**config.mk**
```make
export PLATFORM = sky130hd
export DESIGN_NAME = ntc_div
export DESIGN_NICKNAME = d
export VERILOG_FILES = /design/src/hw/rtl/ntc_adc_to_temperature_top_assert.svh /design/src/hw/rtl/ntc_pkg.sv /design/src/hw/rtl/ntc_div.sv
export SDC_FILE = /design/constraint.sdc
export NUM_CORES = 2
export LEC_CHECK = 0
export BUFFER_PORTS_ARGS = -buffer_cell sky130_fd_sc_hd__buf_2
export CORE_MARGIN = 10
export CORE_UTILIZATION = 30
export DETAILED_ROUTE_END_ITERATION = 7
export PLACE_DENSITY_LB_ADDON = 0.3
export SYNTH_ARGS = -nofsm -noshare
export SYNTH_HDL_FRONTEND = slang
export SYNTH_MEMORY_MAX_BITS = 65536
export SYNTH_SLANG_ARGS = --single-unit
```
**constraint.sdc**
```tcl
create_clock -name clk -period 7.7 [get_ports clk]
set_input_delay 0.385 -clock clk [delete_from_list [all_inputs] [get_ports clk]]
set_output_delay 0.385 -clock clk [all_outputs]
set_load 0.01 [all_outputs]
```
**src/hw/rtl/ntc_adc_to_temperature_top_assert.svh**
```systemverilog
// ============================================================================
// Assertion macros for the thermistor conversion block
// Clocked on clk, disabled while rst_n is low.
// ============================================================================
`ifndef NTC_ADC_TO_TEMPERATURE_TOP_ASSERT_SVH
`define NTC_ADC_TO_TEMPERATURE_TOP_ASSERT_SVH

// consequent must hold in the same cycle
`define NTC_ASSERT_SAME(label, ante, cons, msg) \
    label: assert property (@(posedge clk) disable iff (!rst_n) (ante) |-> (cons)) \
        else $error(msg);

// consequent must hold in the next cycle
`define NTC_ASSERT_NEXT(label, ante, cons, msg) \
    label: assert property (@(posedge clk) disable iff (!rst_n) (ante) |=> (cons)) \
        else $error(msg);

`endif

```
**src/hw/rtl/ntc_pkg.sv**
```systemverilog
// ============================================================================
// ntc_pkg
// Types, widths and constants shared by the thermistor conversion pipeline.
// ============================================================================
package ntc_pkg;

    // field widths
    localparam int SAMPLE_BITS = 12;
    localparam int CHAN_W      = 2;
    localparam int TEMP_W      = 16;
    localparam int BETA_W      = 14;
    localparam int OHMS_W      = 20;
    localparam int LIMIT_W     = 12;
    localparam int CFG_DATA_W  = 20;
    localparam int CFG_IDX_W   = 3;

    // divider full scale and divide guard, ceil(FULL*329/330)
    localparam int FULL_INT  = (1 << SAMPLE_BITS) - 1;
    localparam logic [SAMPLE_BITS-1:0] FULL_SCALE = SAMPLE_BITS'(FULL_INT);
    localparam logic [SAMPLE_BITS-1:0] DIV_GUARD  =
        SAMPLE_BITS'((FULL_INT * 329 + 329) / 330);

    // log2 datapath
    localparam int PROD_W = OHMS_W + SAMPLE_BITS;
    localparam int P_W    = $clog2(PROD_W);
    localparam int FRAC_W = 24;
    localparam int LOG_W  = P_W + FRAC_W;
    localparam int MANT_W = 31;                 // Q1.30

    // ln2 in Q0.32
    localparam logic [31:0] LN2_Q32 = 32'd2977044472;

    // ln/beta division, Q0.40
    localparam int NUM1_W = LOG_W + 16;
    localparam int Q40_W  = NUM1_W;

    // inverse temperature, signed Q0.40
    localparam int INV_W = Q40_W + 2;
    localparam int MAG_W = Q40_W + 1;
    localparam logic signed [INV_W-1:0] INV_T0_Q40 =
        INV_W'((((64'd1) << 40) * 20 + 64'd2981) / 64'd5963);

    // 10*2^56 / inv, quotient kept to Q2_W bits, larger ones saturate
    localparam int NUM2_W = 60;
    localparam int Q2_W   = 33;
    localparam logic [NUM2_W-1:0] TEN_Q56 = NUM2_W'(64'd10 << 56);

    // final correction
    localparam int V_W = Q2_W + 3;
    localparam longint OFFSET_Q16 = 64'sd2731 * 64'sd65536;

    // result codes
    localparam logic signed [TEMP_W-1:0] INVALID_CODE = 16'sd32767;
    localparam logic signed [TEMP_W-1:0] TEMP_MAX     = 16'sd32766;
    localparam logic signed [TEMP_W-1:0] TEMP_MIN     = -16'sd32768;
    localparam logic signed [TEMP_W-1:0] ZERO_R_CODE  = -16'sd2731;

    // register reset values
    localparam logic [BETA_W-1:0]  BETA_RESET    = 14'd3950;
    localparam logic [OHMS_W-1:0]  NOMINAL_RESET = 20'd10000;
    localparam logic [OHMS_W-1:0]  SERIES_RESET  = 20'd10000;
    localparam logic [LIMIT_W-1:0] LOW_RESET     = 12'd100;
    localparam logic [LIMIT_W-1:0] HIGH_RESET    = 12'd3995;

    // pipeline latency
    localparam int LOG_LAT = 1 + FRAC_W;
    localparam int LATENCY = 1 + LOG_LAT + 2 + Q40_W + 3 + Q2_W + 2;

    typedef enum logic [CFG_IDX_W-1:0] {
        REG_BETA    = 3'd0,
        REG_NOMINAL = 3'd1,
        REG_SERIES  = 3'd2,
        REG_LOW     = 3'd3,
        REG_HIGH    = 3'd4
    } cfg_reg_t;

    typedef struct packed {
        logic [SAMPLE_BITS-1:0] sample;
        logic [CHAN_W-1:0]      channel;
    } ntc_req_t;

    typedef struct packed {
        logic [CHAN_W-1:0]        channel_out;
        logic signed [TEMP_W-1:0] temp_dc;
        logic                     valid_res;
    } ntc_rsp_t;

    // per-item control travelling alongside the data
    typedef struct packed {
        logic              valid;
        logic [CHAN_W-1:0] channel;
        logic              bad;       // out of limits, guard, or zero beta
        logic              zero_r;    // R or ratio degenerate
        logic              neg;       // ln ratio negative
        logic              inv_neg;   // inverse temperature negative
        logic              inv_zero;  // inverse temperature exactly zero
        logic              sat;       // quotient beyond kept range
    } ntc_ctl_t;

endpackage

```
**src/hw/rtl/ntc_div.sv**
```systemverilog
// ============================================================================
// ntc_div
// Pipelined restoring divider, one quotient bit per stage, MSB first.
// Needs num_in < den_in * 2^Q_W for an exact quotient.
// ============================================================================
module ntc_div
    import ntc_pkg::*;
#(
    parameter int N_W = NUM1_W,
    parameter int D_W = BETA_W,
    parameter int Q_W = Q40_W
)
(
    input  logic           clk,
    input  logic           rst_n,
    input  logic           en,
    input  ntc_ctl_t       ctl_in,
    input  logic [N_W-1:0] num_in,
    input  logic [D_W-1:0] den_in,
    output ntc_ctl_t       ctl_out,
    output logic [Q_W-1:0] quo
);

    localparam int CW = (N_W > D_W + Q_W) ? N_W : D_W + Q_W;

    ntc_ctl_t       ctl_reg [1:Q_W];
    logic [N_W-1:0] rem_reg [1:Q_W];
    logic [D_W-1:0] den_reg [1:Q_W];
    logic [Q_W-1:0] quo_reg [1:Q_W];

    for (genvar i = 1; i <= Q_W; i++)
    begin : g_stage
        ntc_ctl_t       ctl_src;
        logic [N_W-1:0] rem_src;
        logic [D_W-1:0] den_src;
        logic [Q_W-1:0] quo_src;
        logic [CW-1:0]  trial;
        logic           ge;
        logic [N_W-1:0] rem_next;

        if (i == 1)
        begin : g_first
            assign ctl_src = ctl_in;
            assign rem_src = num_in;
            assign den_src = den_in;
            assign quo_src = '0;
        end
        else
        begin : g_rest
            assign ctl_src = ctl_reg[i-1];
            assign rem_src = rem_reg[i-1];
            assign den_src = den_reg[i-1];
            assign quo_src = quo_reg[i-1];
        end

        // trial subtract of the divisor at bit Q_W-i
        assign trial    = CW'(den_src) << (Q_W - i);
        assign ge       = CW'(rem_src) >= trial;
        assign rem_next = ge ? N_W'(CW'(rem_src) - trial) : rem_src;

        always_ff @(posedge clk or negedge rst_n)
        begin
            if (!rst_n)
                ctl_reg[i] <= '0;
            else if (en)
                ctl_reg[i] <= ctl_src;
        end

        always_ff @(posedge clk)
        begin
            if (en)
            begin
                rem_reg[i] <= rem_next;
                den_reg[i] <= den_src;
                quo_reg[i] <= (quo_src << 1) | Q_W'(ge);
            end
        end
    end

    assign ctl_out = ctl_reg[Q_W];
    assign quo     = quo_reg[Q_W];

endmodule

```
==> summary.md <==
| Metric | Value |
|---|---|
| Non-Filler Instances | roughly 20000 |
| Pwr/cell area | ~320 nW/um2 |
| Layout cell share with drive strength beyond 1 | approximately an eighth |
| Post-DRT Antenna Nets | 0 |
| Fin area | approximately 190000 um2 |
| H-tree levels | 5 |
| GRT busiest layer | met2 |
| Setup_tns | 0 ps |
| Nets | ~12000 |
| CTS tree | yes |
| Worst skew pair latency | 1020 ps |
| Synthesis warning total | 0 |
| Rel. slew slack | between 15 and 20% |
| Post-synthesis xor/xnor area fraction | under 10% |
| Largest net degree at the start of global routing | 174 |
| CTS buffer count | between 400 and 500 |
| Most used DFF post-synth | edfxtp_1 |
| Pre-antenna DRT Iters | 5 |
| Simple-gate portion of the synthesized area | under 10% |
| Initial core utilization | a little under a third |
| Std-Cell Rows | 274 |
| Area of the multi-input gates | about 45000 um2 |
| Fmax | approximately 0.23 GHz |
| P_int | 45090 uW |
| Max reg flops | ~2000 |
| Synthesized Nets | ~12000 |
| Via count | slightly below 90000 |
| Placed insts | about 19000 |
| Top-count cell post-synth | edfxtp_1 |
| FF+latch count, synth | 4036 |
| Top post-synthesis cells by count | 3631 x edfxtp_1, 712 x inv_1, 561 x nor2_1 |
| Pleak | between 0.07 and 0.08 uW |
| Post-synth EDFFs | 3631 |
| Final GP Congestion | roughly 0.84 |
| Dpl ws | 3353 ps |
| Clock power share | approximately a third |
| Critical Path AT | ~5000 ps |
| Multiplexer area fraction after synthesis | around 3.9% |
| Worst-path clk slew | about 60 ps |
| Largest family of logic cells by synthesized area | simple AND/OR/NAND/NOR gates |
| Kind of critical path | flip-flop to flip-flop |
| Asr flop ratio synth | 10.03% |
| Setup Skew | about 96 ps |
| Register area | approximately 120000 um2 |
| Bufs on Longest Clock Path | 4 |
| Sw frac | a little over a quarter |
| Worst setup EP type | flip-flop |
| Fillers | 53250 |
| First-pass GRT wire length | between 500000 and 600000 um |
| Final WS setup | around 3400 ps |
| MaxCap Viol Count | 0 |
| Worst setup SP type | flip-flop |
| Antenna violations before repair | 5 |
| Chip Height | around 770 um |
| Layout area overhead | 15.32% |
| Io pins | between 100 and 150 |
| Hold_buf cts | between 70 and 80 |
| Yosys top cell area share | 64.98% |
| Synth area leader | edfxtp_1 |
| Synth cell types | 90 |
| # clock sinks | ~4000 |
| Worst VDD drop | 0.2150 mV |
| Vias per cell | between 4 and 5 |
| Initial drt markers | approximately 5900 |
| Met3 Use GR | under 10% |
| Gr usage total | between 10% and 20% |
| Min Tclk post-route | 4328 ps |
| RSZ-0062 raised after global routing | false |
| DR DRC count | 0 |
| Fin. max-slew vios | 0 |
| Die Wd | ~770 um |
| Largest cells by area after synthesis | edfxtp_1 65%, dfrtp_1 6.0%, ha_1 4.0% |
| Vias in the first global route | between 80000 and 90000 |
| Final WL | approximately 330000 um |
| DP Wirelength | 223500 um |
| Remaining global-route overflow | 0 |
| CORE AREA | 557100 um2 |
| Dpl cell area | around 180000 um2 |
| Status | finished clean |
| Worst EP required | roughly 8500 ps |
| Sequential element share of the synthesized area | between 70% and 80% |
| Endpoints failing hold | 0 |
| CTS Root Cell | clkbuf_16 |
| Comb pwr share | approximately 18% |
| Die Area | between 500000 and 600000 um2 |
| Psw | about 17000 uW |
| Grt met2 use | 18.14% |
| Post-CTS sizing | 0 |
| Number of port buffers | roughly 120 |
| Drt wl/cell | ~17 um |
| Worst min-delay path class | input pin to flip-flop |
| Register share of total power | approximately 48% |
| Post-Synth Adder-Cell Area | 4.532% |
| Synth Instances | roughly 11000 |
| Synthesized area | between 150000 and 200000 um2 |
| Flop2flop setup slack | ~3400 ps |
| Slew at the pin closest to its max-slew limit | between 1000 and 1500 ps |
| CP Max Fanout | 30 |
| Hold WS | approximately 130 ps |
| Met1 Use GR | around 14% |
| Synth Area in Compound Gates | about 5.7% |
| Setup bufs post-CTS | 0 |
| Final count of negative-setup-slack endpoints | 0 |
| Crit share post-route | a little under three fifths |
| Avg Cell Area, Syn | between 15 and 20 um2 |
## cells in the final DEF (no fill, tap or decap), types with 49 or more instances in the layout
cell           instances
nor4b_1               49
dfrtp_1              405
mux2_2               557
edfxtp_1            3631
clkinv_2              85
xor2_1               368
inv_1                712
or3_1                105
clkbuf_16            450
dlygate4sd3_1         72
a21oi_1              415
ha_1                 539
clkinv_1              76
nor2_1               559
nand2b_1             114
nor3_1               263
nand2_1              545
o21a_1                89
or4_1                 75
a211oi_1              53
nor2b_1              105
clkbuf_1              70
nor4_1               341
o21ai_0              441
buf_2                122
nand4_1              166
buf_4                 49
nand3_1              149
bufinv_16             53
o31ai_1               60
a21o_1               162
xnor2_1              425
or2_2                 50
## worst paths after layout
check                                start          endpoint  cells after the start
max in group asynchronous            rst_n      ctl_reg[238]                      4
max reg2reg                rem_reg[10][66]  rem_reg[10][132]                      8
min                             num_in[33]    rem_reg[0][78]                      2
min reg2reg                quo_reg[0][721]   quo_reg[0][767]                      0
max                        rem_reg[10][66]  rem_reg[10][132]                      8
min in group asynchronous            rst_n        ctl_out[2]                      3
## critical path, stage by stage, from the launching register on
cell	delay [ps]
edfxtp_1	430
or4_1	600
or4_1	520
or2_2	370
nor3b_1	290
nor2b_1	730
inv_1	720
nand4b_1	330
xnor2_1	90
## stage by stage
| stage | utilization, % | total power, uW |
|---|---|---|
| after global placement | 31.93 | 40870 |
| after CTS | 34.74 | 63020 |
| after detailed placement | 31.93 | 40970 |
| final | 34.74 | 62120 |
| after floorplan | - | 37400 |
| after global routing | 34.74 | 65530 |
## cell families after synthesis
kind of cell | Yosys count
AND/OR/NAND/NOR | 2756
XOR/XNOR | 793
multiplexers | 577
adder cells (fa/ha/maj) | 582
AO/OA/AOI/OAI | 1530
flip-flops | 4036
buffers and inverters | 911
## routing by layer
| layer | vias to the layer above | part of all wire (%) |
|---|---|---|
| met3 | 595 | 4.3 |
| met2 | 1597 | 48 |
| li1 | 43383 | - |
| met4 | 0 | 3.2 |
| met5 | - | 0 |
| met1 | 43764 | 45 |
## power groups by stage
| stage | combinational, uW | clock (uW) | sequential [uW] |
|---|---|---|---|
| final | 11000 | 21500 | 29600 |
| after global routing | 12400 | 23200 | 29900 |
| after CTS | 11000 | 22400 | 29600 |
| after detailed placement | 10900 | 0 | 30000 |
| after global placement | 10800 | 0 | 30000 |
| after floorplan | 8270 | 0 | 29100 |
## layout make-up
cell class	instances	area share, %
antenna	1	0.001293
sequential	4036	61.58
clock buffer	529	6.019
clock inverter	290	1.689
multi-input combinational	6238	23.36
tap	7452	4.818
inverter	716	1.389
timing repair buffer	269	1.144
No activity file was read; power rests on OpenSTA's default activity.
